<file path="config.mk">
export PLATFORM = sky130hd
export DESIGN_NAME = sfe_mul
export DESIGN_NICKNAME = d
export VERILOG_FILES = /design/src/rtl/core/sfe_mul.sv
export SDC_FILE = /design/constraint.sdc
export NUM_CORES = 1
export LEC_CHECK = 0
export BUFFER_PORTS_ARGS = -buffer_cell sky130_fd_sc_hd__buf_2
export CAP_MARGIN = 10
export CORE_ASPECT_RATIO = 2
export CORE_MARGIN = 2
export CORE_UTILIZATION = 41
export CTS_CLUSTER_SIZE = 28
export DETAILED_ROUTE_END_ITERATION = 6
export SLEW_MARGIN = 20
export SYNTH_ARGS = -nofsm -noshare
export SYNTH_HDL_FRONTEND = slang
export SYNTH_SLANG_ARGS = --single-unit
</file>
<file path="constraint.sdc">
create_clock -name clock -period 18.95 [get_ports clock]
set_input_delay 0 -clock clock [delete_from_list [all_inputs] [get_ports clock]]
set_output_delay 0 -clock clock [all_outputs]
set_load 0.05 [all_outputs]
</file>
<file path="src/rtl/core/sfe_mul.sv">
`timescale 1ns / 1ps
// ----------------------------------------------------------------------------
// sfe_mul
// Shared multiplier with operand select and registered product.
// ----------------------------------------------------------------------------
module sfe_mul #(
   parameter int OPW = 16
) (
   input  logic             clock,
   input  logic             sel_walk,
   input  logic [OPW-1:0]   sieve_a,
   input  logic [OPW-1:0]   sieve_b,
   input  logic [OPW-1:0]   walk_a,
   input  logic [OPW-1:0]   walk_b,
   output logic [2*OPW-1:0] prod
);

   logic [OPW-1:0]   op_a;
   logic [OPW-1:0]   op_b;
   logic [2*OPW-1:0] prod_ff;
   logic [2*OPW-1:0] prod_in;

   always_comb begin
      op_a    = sel_walk ? walk_a : sieve_a;
      op_b    = sel_walk ? walk_b : sieve_b;
      prod_in = op_a * op_b;
   end

   always_ff @(posedge clock) begin
      prod_ff <= prod_in;
   end

   assign prod = prod_ff;

endmodule

</file>
==> results of run 1 <==
area by class of cell:
cell class,instances,area (µm²),share of cell area
clock buffer,5,125,0.0117
inverter,226,848,0.0794
multi-input combinational,819,8080,0.757
tap,283,354,0.0332
timing repair buffer,114,613,0.0574
clock inverter,3,18.8,0.00176
sequential,32,641,0.0600
stage by stage:
step           hold WS (ns)  std cells
6_report              0.301       1482
5_1_grt               0.316       1482
4_1_cts               0.283       1482
3_5_place_dp          0.469       1474
3_3_place_gp          0.470       1474
2_1_floorplan         0.209       1110
Yosys cell counts, drive strengths merged, types with 5 or more instances:
cell      n
nor2    142
nor4      5
nand3    10
o21ai    16
xnor2    18
mux2i    33
clkbuf   24
nand2   152
ha      104
inv     226
a21oi    30
xor2      7
a211oi    5
dfxtp    32
nand4     7
nor3      5
mux2     29
or2       5
buf       9
a21o      7
fa      194
kinds of logic (layout without fill, tap and decap cells):
group | count (synthesis) | in the layout | synth area share
compound gates | 90 | 90 | 0.0615
xor+xnor | 25 | 25 | 0.0226
fa+ha+maj | 298 | 298 | 0.534
buf+inv | 259 | 348 | 0.102
flops | 32 | 32 | 0.0660
mux | 62 | 62 | 0.0677
simple gates | 344 | 344 | 0.146
worst max path at each step:
stage                          end  cells after the start
after CTS                 prod[27]                     21
final                     prod[27]                     21
after floorplan           prod[27]                     23
after detailed placement  prod[27]                     21
after global routing      prod[27]                     21
after global placement    prod[27]                     21
routing by layer:
metal	track usage	vias up	wire length, µm
met5	0	-	0
met4	0.169	0	2320
met3	0.0290	111	1670
met2	0.424	335	14700
met1	0.268	3933	10200
li1	-	3614	-
cells in the final DEF (no fill, tap or decap), types with 2 or more instances in the layout:
cell / n
or2_2: 5
o31ai_1: 2
a21oi_1: 30
nor2b_1: 4
o211ai_1: 3
o21bai_1: 3
a2111o_1: 2
dfxtp_1: 32
a31oi_1: 4
and3_2: 2
buf_4: 17
o21ai_0: 12
o21ai_1: 3
xor2_1: 7
a211oi_1: 4
inv_1: 226
nor4_1: 4
ha_1: 104
nand3_1: 10
and2_1: 3
nand2b_1: 4
nand2_1: 152
clkinv_2: 2
and3_1: 2
buf_2: 97
nor3_1: 5
clkbuf_16: 5
mux2i_1: 32
mux2_2: 29
fa_1: 194
o2111ai_1: 3
xnor2_1: 18
nand4_1: 7
a21o_1: 6
nor2_1: 141
==> metrics.txt, run 1 <==
largest cells by area after synthesis fa_1 40%, ha_1 13%, inv_1 8.7%; actual slew at the worst max-slew pin 1.09 ns; HPWL after detailed placement 24.4 mm; Post-Route WL 28.9 mm; max-slew violations 0; setup TNS 0 ns; Starting Density 0.418; Buf+Inv Stages, Crit Path 6; fin crit period 7.12 ns; Max Clock Freq 140 MHz; RSZ-0062 raised after global routing false; Place WS 11.52 ns; Mapped Cells 1110; initial drt markers 269; synth warn 0; H-tree levels 2; Cell Area, Placed 10500 µm²; NumNets Final 1562; layout cells sized above 1 0.138; crit path from sel_walk; Clock Pin Slew Worst Setup and Hold Paths 0.05 ns; number of post-CTS setup repair buffers 0; Die Span Y 222 µm; Design Area, Final 10700 µm²; DIE AREA 25000 µm²; max reg flops 32; critical path fanouts, max 60; Clock Tree Buf Depth 2; Yosys top cell by area fa_1; Hold Crit Endpoint prod[0]; all-layer global routing usage 0.242; CP Capture Type register; first-pass GRT wire length 46.7 mm; Most used DFF post-synth dfxtp_1; Post-Syn Area 9710 µm²; Seq/Total Area, Yosys 0.0660; total CTS buffers 5; min-delay src walk_a[0]; Synth async-reset ratio 0; CTS root buffer clkbuf_16; Final setup viols 0; Worst path slowest cell mux2i_1; worst hold path stage count 4; largest net degree at the start of global routing 61; total clock sinks 32; initial antenna violation count 0; core footprint 23200 µm²; status finished, final reports clean; DRC 0; port bufs 97; max incr delay on CP 0.92 ns; Worst Setup Slack, final 11.83 ns; Setup crit start kind input port; number of synthesized flops with an enable pin 0; vias per inst 5.39; placement row count 79; Synth cell types 58; n_diodes 0; placer congestion estimate 0.983; CP most frequent cell fa_1; post-cts repair resize count 0; Final Hold Fails 0; # IOs 98; Routed WL per cell 19.5 µm; final period utilization 0.376; CTS tree built; vias post-DR 7993; Overflow after GRT 0; # Max-Cap Violations 0; Final Util 0.460; CP Cell Sequence buf_2 -> buf_4 -> mux2i_1 -> nor2_1 -> fa_1 -> inv_1 -> fa_1 -> fa_1 -> fa_1 -> inv_1 -> fa_1 -> inv_1 -> fa_1 -> inv_1 -> ha_1 -> nand4_1 -> nor2_2 -> a21oi_1 -> o31ai_1 -> a21oi_1 -> xnor2_1; top-area cell type share of the netlist area 0.400; Detail Route Antenna Nets 0; Syn Area/Cell 8.74 µm²; fill count 2295; die width 113 µm; CP top delay family adder cells; CTS hold repair buffers 0; Setup Crit Path Kind in2reg; Syn Nets 1474; Worst EP required 19.12 ns; first drt pass iteration count 5; number of global-route vias before repair 8939; Min-Delay Path Class in2reg; Rel. slew slack 0.253; WP data arrival 7.29 ns; Yosys reg bits 32; Syn-to-layout area delta 10.0%
Power of run 1 is left out: the tool's default activity adds up to more than one toggle a clock period on the data nets, which glitch-free logic cannot reach.
==> run 2, diff against run 1 <==
- clock period: 18.95 -> 6.1 ns (I/O delays scaled with it)
==> run 2 against run 1 <==
  * Die area unchanged
  * Cell count increased by 6.5%
  * Critical path depth increased by 3
  * Clock-buffer cell count unchanged
  * Via count increased by 1.8%
  * Utilization increased by 3.5 points
  * First-iteration DRC count increased by 15%
  * Sequential cell count unchanged
  * Global-route usage increased by 0.42 points
  * Sequential share of layout area decreased by 0.43 points
  * Final area increased by 7.7%
  * Critical path type unchanged
  * Highest routed layer unchanged
==> metrics.txt, run 2 (synthesis gave the netlist of run 1 again) <==
Worst EP required 6.27 ns; first drt pass iteration count 5; largest net degree at the start of global routing 17; # Max-Cap Violations 0; Post-Route WL 29.5 mm; worst hold path stage count 4; vias per inst 5.15; Top Layer Used met4; Setup Crit Path Kind in2reg; Clock Tree Buf Depth 2; core footprint 23200 µm²; Placed Cells 1570; # IOs 98; Clock Pin Slew Worst Setup and Hold Paths 0.06 ns; status finished, final reports clean; Final setup viols 0; CTS tree built; fin crit period 5.81 ns; max-slew violations 0; DIE AREA 25000 µm²; routed length on met2 16.1 mm; Min-Delay Path Class in2reg; first-pass GRT wire length 47.3 mm; commonest cells after routing, fill and taps aside 226 x inv_1, 194 x fa_1, 152 x nand2_1, 141 x nor2_1, 109 x buf_4; critical path fanouts, max 7; Routed WL per cell 18.7 µm; met3 wire len 929 µm; port bufs 97; layout cells sized above 1 0.207; RSZ-0062 raised after global routing false; DRC 0; Die Span Y 222 µm; NumNets Final 1659; initial drt markers 310; Setup crit start kind input port; max reg flops 32; total CTS buffers 5; Max Clock Freq 172 MHz; all-layer global routing usage 0.246; n_diodes 0; die width 113 µm; placer congestion estimate 1.01; placement row count 79; initial antenna violation count 0; WL met1 10.5 mm; CP Capture Type register; Rel. slew slack 0.635; CTS hold repair buffers 0; Final Hold Fails 0; commonest non-fill, non-tap cell in the layout inv_1; vias post-DR 8134; actual slew at the worst max-slew pin 0.544 ns; Starting Density 0.418; number of global-route vias before repair 8832; final period utilization 0.953; final hold slack 0.286 ns; Overflow after GRT 0; total clock sinks 32; Post-Layout Cell Count 1579; WP data arrival 5.98 ns; HPWL after detailed placement 26.5 mm; Detail Route Antenna Nets 0; H-tree levels 2; CTS root buffer clkbuf_16; Syn-to-layout area delta 18.5%; Worst Setup Slack, final 0.286 ns; Place WS -0.391 ns
## run 2: repair_timing
action | 4_1_cts | 5_1_grt
buffers inserted | 0 | 1
gates resized for setup | 1 | 6
endpoints found under the setup margin | 1 | 4
## run 2: final cells by class
| type | count | area (µm²) |
|---|---|---|
| Clock inverter | 3 | 18.8 |
| Multi-Input combinational cell | 819 | 8110 |
| Sequential cell | 32 | 641 |
| Tap cell | 283 | 354 |
| Clock buffer | 5 | 125 |
| Inverter | 226 | 848 |
| Fill cell | 2243 | 11700 |
| Timing Repair Buffer | 211 | 1400 |
## run 2: final timing paths
kind                    from  endpoint  slack (ns)
setup / recovery    sel_walk  prod[31]        0.29
hold / removal    sieve_b[0]   prod[0]        0.29
## run 2: routing by layer
metal | vias up | global-route usage
li1 | 3803 | -
met1 | 4018 | 0.274
met2 | 239 | 0.456
met3 | 74 | 0.0161
met4 | 0 | 0.139
met5 | - | 0
## run 2: worst max-delay path, cell delays in order
cell,delay [ns]
buf_2,0.17
buf_12,0.14
buf_4,0.14
mux2i_1,0.20
buf_4,0.22
nor2_1,0.08
fa_1,0.55
inv_1,0.06
fa_1,0.54
inv_1,0.08
fa_1,0.50
fa_1,0.44
fa_1,0.53
inv_1,0.05
fa_1,0.47
inv_1,0.04
ha_1,0.36
a21oi_2,0.17
buf_4,0.11
o21bai_1,0.08
a21oi_1,0.18
o21ai_2,0.12
a221o_1,0.34
a2111oi_2,0.40
## run 2: stage by stage
step	cell area (µm²)	util	setup TNS, ns
2_1_floorplan	9710	-	0
3_3_place_gp	11300	0.487	-0.815
3_5_place_dp	11300	0.487	-0.834
4_1_cts	11500	0.494	0
5_1_grt	11500	0.495	0
6_report	11500	0.495	0
Power of run 2 is left out for the same reason.
