--- src/rtl/core/sfe_pkg.sv ---
`timescale 1ns / 1ps
// ----------------------------------------------------------------------------
// sfe_pkg
// Shared widths and constants of the sieve factorization engine.
// ----------------------------------------------------------------------------
package sfe_pkg;

   localparam int DataW      = 16;
   localparam int ExpW       = 5;
   localparam int MaxRes     = 6;
   localparam int ResCntW    = 3;
   localparam int ReqTdataW  = 16;
   localparam int RspTdataW  = 40;
   localparam int RspTuserW  = 1;
   localparam int DivCntW    = 5;

   // dividend, divisor and start of one division
   typedef struct packed {
      logic             start;
      logic [DataW-1:0] dividend;
      logic [DataW-1:0] divisor;
   } div_req_type;

   // result of the divider
   typedef struct packed {
      logic             done;
      logic [DataW-1:0] quotient;
   } div_rsp_type;

endpackage

--- src/rtl/core/sfe_div.sv ---
`timescale 1ns / 1ps
// ----------------------------------------------------------------------------
// sfe_div
// Restoring divider, one quotient bit per cycle.
// ----------------------------------------------------------------------------
module sfe_div
   import sfe_pkg::*;
(
   input  logic        clock,
   input  logic        reset,
   input  div_req_type req,
   output div_rsp_type rsp
);

   logic [DataW:0]   rem_ff;
   logic [DataW-1:0] quo_ff;
   logic [DataW-1:0] dvs_ff;
   logic [DivCntW-1:0] cnt_ff;
   logic             busy_ff;
   logic             done_ff;
   logic [DataW:0]   rem_sh;
   logic             fits;

   always_comb begin
      rem_sh = {rem_ff[DataW-1:0], quo_ff[DataW-1]};
      fits   = (rem_sh >= {1'b0, dvs_ff});
   end

   always_ff @(posedge clock) begin
      if (reset) begin
         busy_ff <= 1'b0;
         done_ff <= 1'b0;
         cnt_ff  <= '0;
      end else if (req.start) begin
         rem_ff  <= '0;
         quo_ff  <= req.dividend;
         dvs_ff  <= req.divisor;
         cnt_ff  <= DivCntW'(DataW);
         busy_ff <= 1'b1;
         done_ff <= 1'b0;
      end else if (busy_ff) begin
         if (fits) begin
            rem_ff <= rem_sh - {1'b0, dvs_ff};
         end else begin
            rem_ff <= rem_sh;
         end
         quo_ff <= {quo_ff[DataW-2:0], fits};
         cnt_ff <= cnt_ff - DivCntW'(1);
         if (cnt_ff == DivCntW'(1)) begin
            busy_ff <= 1'b0;
            done_ff <= 1'b1;
         end
      end
   end

   assign rsp.done     = done_ff;
   assign rsp.quotient = quo_ff;

endmodule

--- config.mk ---
export PLATFORM = sky130hd
export DESIGN_NAME = sfe_div
export DESIGN_NICKNAME = d
export VERILOG_FILES = /design/src/rtl/core/sfe_pkg.sv /design/src/rtl/core/sfe_div.sv
export SDC_FILE = /design/constraint.sdc
export NUM_CORES = 1
export LEC_CHECK = 0
export BUFFER_PORTS_ARGS = -buffer_cell sky130_fd_sc_hd__buf_4
export CAP_MARGIN = 20
export CORE_MARGIN = 3
export CORE_UTILIZATION = 51
export DETAILED_ROUTE_END_ITERATION = 10
export PLACE_DENSITY = 0.76
export SLEW_MARGIN = 20
export SYNTH_ARGS = -nofsm -noshare
export SYNTH_HDL_FRONTEND = slang
export SYNTH_SLANG_ARGS = --single-unit
--- constraint.sdc ---
create_clock -name clock -period 3.7 [get_ports clock]
set_clock_uncertainty 0.2 [all_clocks]
set_input_delay 1.11 -clock clock [delete_from_list [all_inputs] [get_ports clock]]
set_output_delay 1.11 -clock clock [all_outputs]
set_load 0.1 [all_outputs]
==> qor.txt, run 1 <==
Total GRT Usage: 0.174
Post-CTS setup buffer count: 0
Worst Hold Path Cells: 2
Final wirelength: 5780 µm
Initial DRC Count: 77
Area contributors post-synth: edfxtp_1, ha_1, mux2_2
Synth warn: 0
Worst skew pair latency: 0.31 ns
Max Clock Freq: 378 MHz
Reg2reg setup slack: 1.06 ns
Most numerous cell in the Yosys netlist: edfxtp_1
CTS Buf Count: 5
Residual DRC count: 0
Post-synth EDFFs: 48
Antenna Cells: 0
Core Region: 5640 µm²
Arr. time, crit path: 2.50 ns
Max_cap viols: 0
RR Startpoint: quo_ff[15]$_DFFE_PP_
Slew of the pin with the lowest slew margin: 0.440 ns
Status: finished clean
Filler instances: 451
Area Overhead vs Synth: 18.6%
Asr flop ratio synth: 0
Required time of the critical path: 3.56 ns
Syn Area/Cell: 12.0 µm²
Hold Violations, Final: 0
Leakage: 1.56 nW
Vias in the first global route: 2,147
Vias: 2,063
Hold buffers post-CTS: 0
Top cell type's share of synthesized area: 0.473
Clock tree buffer depth: 2
R2R depth: 10
Register area share after synthesis: 0.519
Hold worst-path end: done_ff$_SDFFE_PP0P_
H-tree lvl count: 2
Layout cells sized above 1: 0.292
Sink Count: 55
CTS root buf: clkbuf_8
Initial antenna violation count: 0
Ports: 52
Vias/cell: 5.43
R2R Path End: rem_ff[10]$_SDFFCE_PP0P_
DRT antenna net count: 0
Commonest cells post-synth: edfxtp_1, nor2_1, inv_1, ha_1, mux2_2
Initial Utilization: 0.540
Syn_nets: 308
Setup crit end kind: flip-flop
#FFs+latches synth: 55
Worst-path clk slew: 0.10 ns
CTS tree: done
CP max FO: 3
Syn Inst Count: 254
Ys flop type: edfxtp_1
Minimum clock period: 2.64 ns
I/O Buffers: 51
Startpoint of the worst hold path: done_ff$_SDFFE_PP0P_
Largest net degree at the start of global routing: 38
Hold crit path type: reg -> reg
Post-CTS Resized: 0
Cell Rows: 27
Setup_tns: 0 ns
P per Cell Area: 465 nW/µm²
Mapped Area: 3050 µm²
Nets@finish: 361
Hold_ws: 0.327 ns
Most area-hungry cell type in the Yosys netlist: edfxtp_1
RSZ-0062 raised after global routing: false
First-pass GRT wire length: 9890 µm
RePlAce Congestion: 0.827
Die ar.: 6940 µm²
Peak VDD IR: 281 µV
Die H: 83.3 µm
Drt pass-1 iters: 4
Setup CP Type: reg -> reg
Critical Path Source Type: flip-flop
Netlist cell types: 44
Slew Limit Fails: 0
Hpwl dp: 4150 µm
DIE WIDTH: 83.3 µm
GRT overflow: 0
Final period utilization: 0.714
Slew Limit Headroom: 0.707
Routed length per instance: 15.2 µm
Final Setup Violations: 0
==> through the flow <==
stage          std cells   util  cell area (µm²)  setup slack, ns  power (mW)
2_1_floorplan        254      -             3050            0.506        1.17
3_3_place_gp         372  0.619             3490             1.06        1.27
3_5_place_dp         372  0.619             3490             1.06        1.27
4_1_cts              380  0.640             3610             1.05        1.70
5_1_grt              380  0.640             3610            0.783        1.77
6_report             380  0.640             3610             1.06        1.68
==> worst max path at each step <==
stage	start	to	slack (ns)	cells after the start
after floorplan	req[32]	quo_ff[0]$_DFFE_PP_	0.51	4
after global placement	quo_ff[15]$_DFFE_PP_	rem_ff[14]$_SDFFCE_PP0P_	1.06	10
after detailed placement	req[32]	dvs_ff[7]$_DFFE_PP_	1.06	4
after CTS	quo_ff[15]$_DFFE_PP_	rem_ff[10]$_SDFFCE_PP0P_	1.05	10
after global routing	quo_ff[15]$_DFFE_PP_	rem_ff[12]$_SDFFCE_PP0P_	0.78	10
final	quo_ff[15]$_DFFE_PP_	rem_ff[10]$_SDFFCE_PP0P_	1.06	10
==> power breakdown <==
group	internal, mW	switching, mW
Sequential	0.738	0.0273
Combinational	0.202	0.291
Clock	0.209	0.215
==> placed cells by master, fill, tap and decap left out, types with 2 or more instances in the layout <==
cell type and instances:
or2_2 2, xor2_1 4, mux2_2 15, edfxtp_1 48
a21oi_1 14, o21ai_0 5, inv_1 20, and3_1 3
a211oi_2 3, clkbuf_8 5, nor2_1 24, o21a_1 2
nand3_1 4, a21oi_2 2, a21o_1 7, nand4_1 2
dfxtp_1 7, or3_1 3, nand2_1 5, ha_1 18
buf_4 54, nor3_1 7, nor2b_1 3, a211oi_1 4
nor4b_1 2, o211ai_1 2, mux2i_1 12, nand2b_1 3
xnor2_1 12
==> worst max-delay path: stages, from the launching register on <==
cell	delay (ns)
edfxtp_1	0.38
inv_1	0.06
ha_1	0.22
fa_1	0.41
nand2b_1	0.18
a21oi_1	0.19
o2111ai_1	0.24
nor2b_1	0.21
xnor2_1	0.11
mux2i_1	0.14
nor2_1	0.05
==> layer usage <==
layer	GRT usage	up-vias	part of all wire	wire length (µm)
met3	0.0496	7	0.060	348
li1	-	1028	-	-
met2	0.286	55	0.46	2680
met1	0.225	973	0.46	2680
met4	0.0505	0	0.012	67
met5	0	-	0	0
==> state kept, by name, indices dropped and copies added (netlist names) <==
name,cells
cnt_ff,5
dvs_ff,16
busy_ff,1
quo_ff,16
done_ff,1
rem_ff,16
==> cell type report <==
| class | instances | area (µm²) | area share |
|---|---|---|---|
| sequential | 55 | 1580 | 0.438 |
| tap | 72 | 90.1 | 0.0249 |
| inverter | 20 | 75.1 | 0.0208 |
| clock buffer | 5 | 68.8 | 0.0190 |
| multi-input combinational | 171 | 1340 | 0.372 |
| clock inverter | 3 | 50.0 | 0.0139 |
| timing repair buffer | 54 | 405 | 0.112 |
==> cells by family after synthesis <==
logic type | synth area share
AO/OA/AOI/OAI | 0.114
XOR/XNOR | 0.0460
adder cells (fa/ha/maj) | 0.0805
buffers and inverters | 0.0411
flip-flops | 0.519
multiplexers | 0.0998
AND/OR/NAND/NOR | 0.0994
(Power assumes the default switching activity.)
==> inputs of run 2 (changes only) <==
- clock period: 3.7 -> 2.15 ns (I/O delays scaled with it)
==> run 2 against run 1 <==
  * The run now ends with setup timing left
  * Non-clock buffer count grew 65
  * Core utilization grew 14 points
  * Clock-buffer cell count grew 1
  * Die area is the same
  * Design area grew 23%
  * Critical path type unchanged
  * Via count grew 17%
  * Sequential power grew 74%
  * Critical path depth shrank 1
==> qor.txt, run 2 (synthesis gave the netlist of run 1 again) <==
Status: finished, violations left
Failing checks: setup timing
Setup_tns: -3.45 ns
Sink Count: 55
Cell-internal power: 2.16 mW
Placed cells: 422
Final Setup Violations: 17
RSZ-0062 raised after global routing: true
Antenna Cells: 0
Setup crit end kind: flip-flop
R2R Path End: rem_ff[9]$_SDFFCE_PP0P_
RePlAce Congestion: 0.887
Clock share of power: 0.202
Setup CP Type: reg -> reg
GRT overflow: 0
RR Startpoint: rem_ff[9]$_SDFFCE_PP0P_
Startpoint of the worst hold path: req[1]
Comb power frac: 0.388
Critical Path Source Type: flip-flop
Slew of the pin with the lowest slew margin: 0.446 ns
Layout cells sized above 1: 0.525
CTS Buf Count: 5
DP Area: 3950 µm²
Drt pass-1 iters: 4
Sequential fraction of design power: 0.409
Vias/cell: 5.43
Setup crit end: rem_ff[9]$_SDFFCE_PP0P_
Max Clock Freq: 415 MHz
Nets@finish: 426
Commonest non-fill, non-tap cell in the layout: buf_4
Worst-path clk slew: 0.11 ns
Initial DRC Count: 134
R2R depth: 9
Worst skew pair latency: 0.32 ns
Hold_ws: 0.286 ns
Initial antenna violation count: 0
Area Overhead vs Synth: 45.4%
Cell Rows: 27
Hold buffers post-CTS: 0
Worst Slack Setup Final: -0.262 ns
CTS root buf: clkbuf_8
Leakage: 1.92 nW
Largest net degree at the start of global routing: 19
First-pass GRT wire length: 12,300 µm
Switching share of power: 0.335
Final wirelength: 7390 µm
Die ar.: 6940 µm²
Hold Violations, Final: 0
Setup WS pre-CTS: -0.351 ns
Slew Limit Headroom: 0.698
CTS tree: done
Biggest regs: dvs_ff (16), quo_ff (16), rem_ff (16)
Hold crit path type: in -> reg
H-tree lvl count: 2
Total GRT Usage: 0.220
Peak VDD IR: 485 µV
Total net switching power: 1.09 mW
I/O Buffers: 51
Slew Limit Fails: 0
Final period utilization: 1.12
Vias in the first global route: 2,513
Critical path origin: rem_ff[9]$_SDFFCE_PP0P_
Initial Utilization: 0.540
Required time of the critical path: 2.03 ns
Routed length per instance: 16.6 µm
Residual DRC count: 0
Non-filler cells, final: 445
Total chip power: 3.24 mW
Final instance area: 4430 µm²
DRT antenna net count: 0
Ports: 52
Fin util: 0.785
DIE WIDTH: 83.3 µm
Minimum clock period: 2.41 ns
Hpwl dp: 4980 µm
Most frequent cells in the layout: buf_4, edfxtp_1, nor2_1
Die H: 83.3 µm
Core Region: 5640 µm²
Vias: 2,415
P per Cell Area: 732 nW/µm²
Max_cap viols: 0
Clock tree buffer depth: 2
Reg2reg setup slack: -0.26 ns
CP max FO: 8
Arr. time, crit path: 2.29 ns
run 2: per-layer routing:
layer / track usage / share of wire / vias to the layer above / routed length [µm]
met2: 0.386 / 0.52 / 57 / 3870
met1: 0.274 / 0.42 / 1183 / 3130
met4: 0.0416 / 0.011 / 0 / 78
li1: - / - / 1167 / -
met3: 0.0556 / 0.043 / 8 / 316
met5: 0 / 0 / - / 0
run 2: critical path, stage by stage (launching register included):
cell      delay [ns]
edfxtp_1        0.46
ha_4            0.29
a211oi_2        0.18
nor2_1          0.09
a31o_4          0.23
a22oi_4         0.22
nand2_4         0.11
buf_8           0.17
mux2i_1         0.19
nor2_1          0.05
run 2: cell type report:
cell class	count	area, µm²
flip-flops and latches	55	1580
well taps	72	90.1
inverters	20	75.1
clock inverters	2	20.0
repair buffers	119	957
multi-input cells	171	1620
clock buffers	6	82.6
fillers	337	1210
run 2: repair_timing:
item	in CTS	in global routing
pin swaps	21	6
resized for setup	43	3
buffers inserted	10	5
endpoints found under the setup margin	17	17
run 2: power groups by stage:
stage,Sequential [mW],Clock [mW],Combinational [mW]
after global routing,1.34,0.705,1.35
after floorplan,1.47,0,0.569
final,1.33,0.657,1.26
after CTS,1.33,0.662,1.20
after global placement,1.34,0,1.02
after detailed placement,1.34,0,1.05
run 2: worst min path at each step:
stage | depth (start not counted) | to | slack, ns
6_report | 1 | dvs_ff[1]$_DFFE_PP_ | 0.29
5_1_grt | 1 | dvs_ff[0]$_DFFE_PP_ | 0.27
4_1_cts | 1 | dvs_ff[5]$_DFFE_PP_ | 0.29
3_5_place_dp | 2 | done_ff$_SDFFE_PP0P_ | 0.30
3_3_place_gp | 2 | cnt_ff[1]$_SDFFE_PP0P_ | 0.29
2_1_floorplan | 2 | cnt_ff[1]$_SDFFE_PP0P_ | 0.28
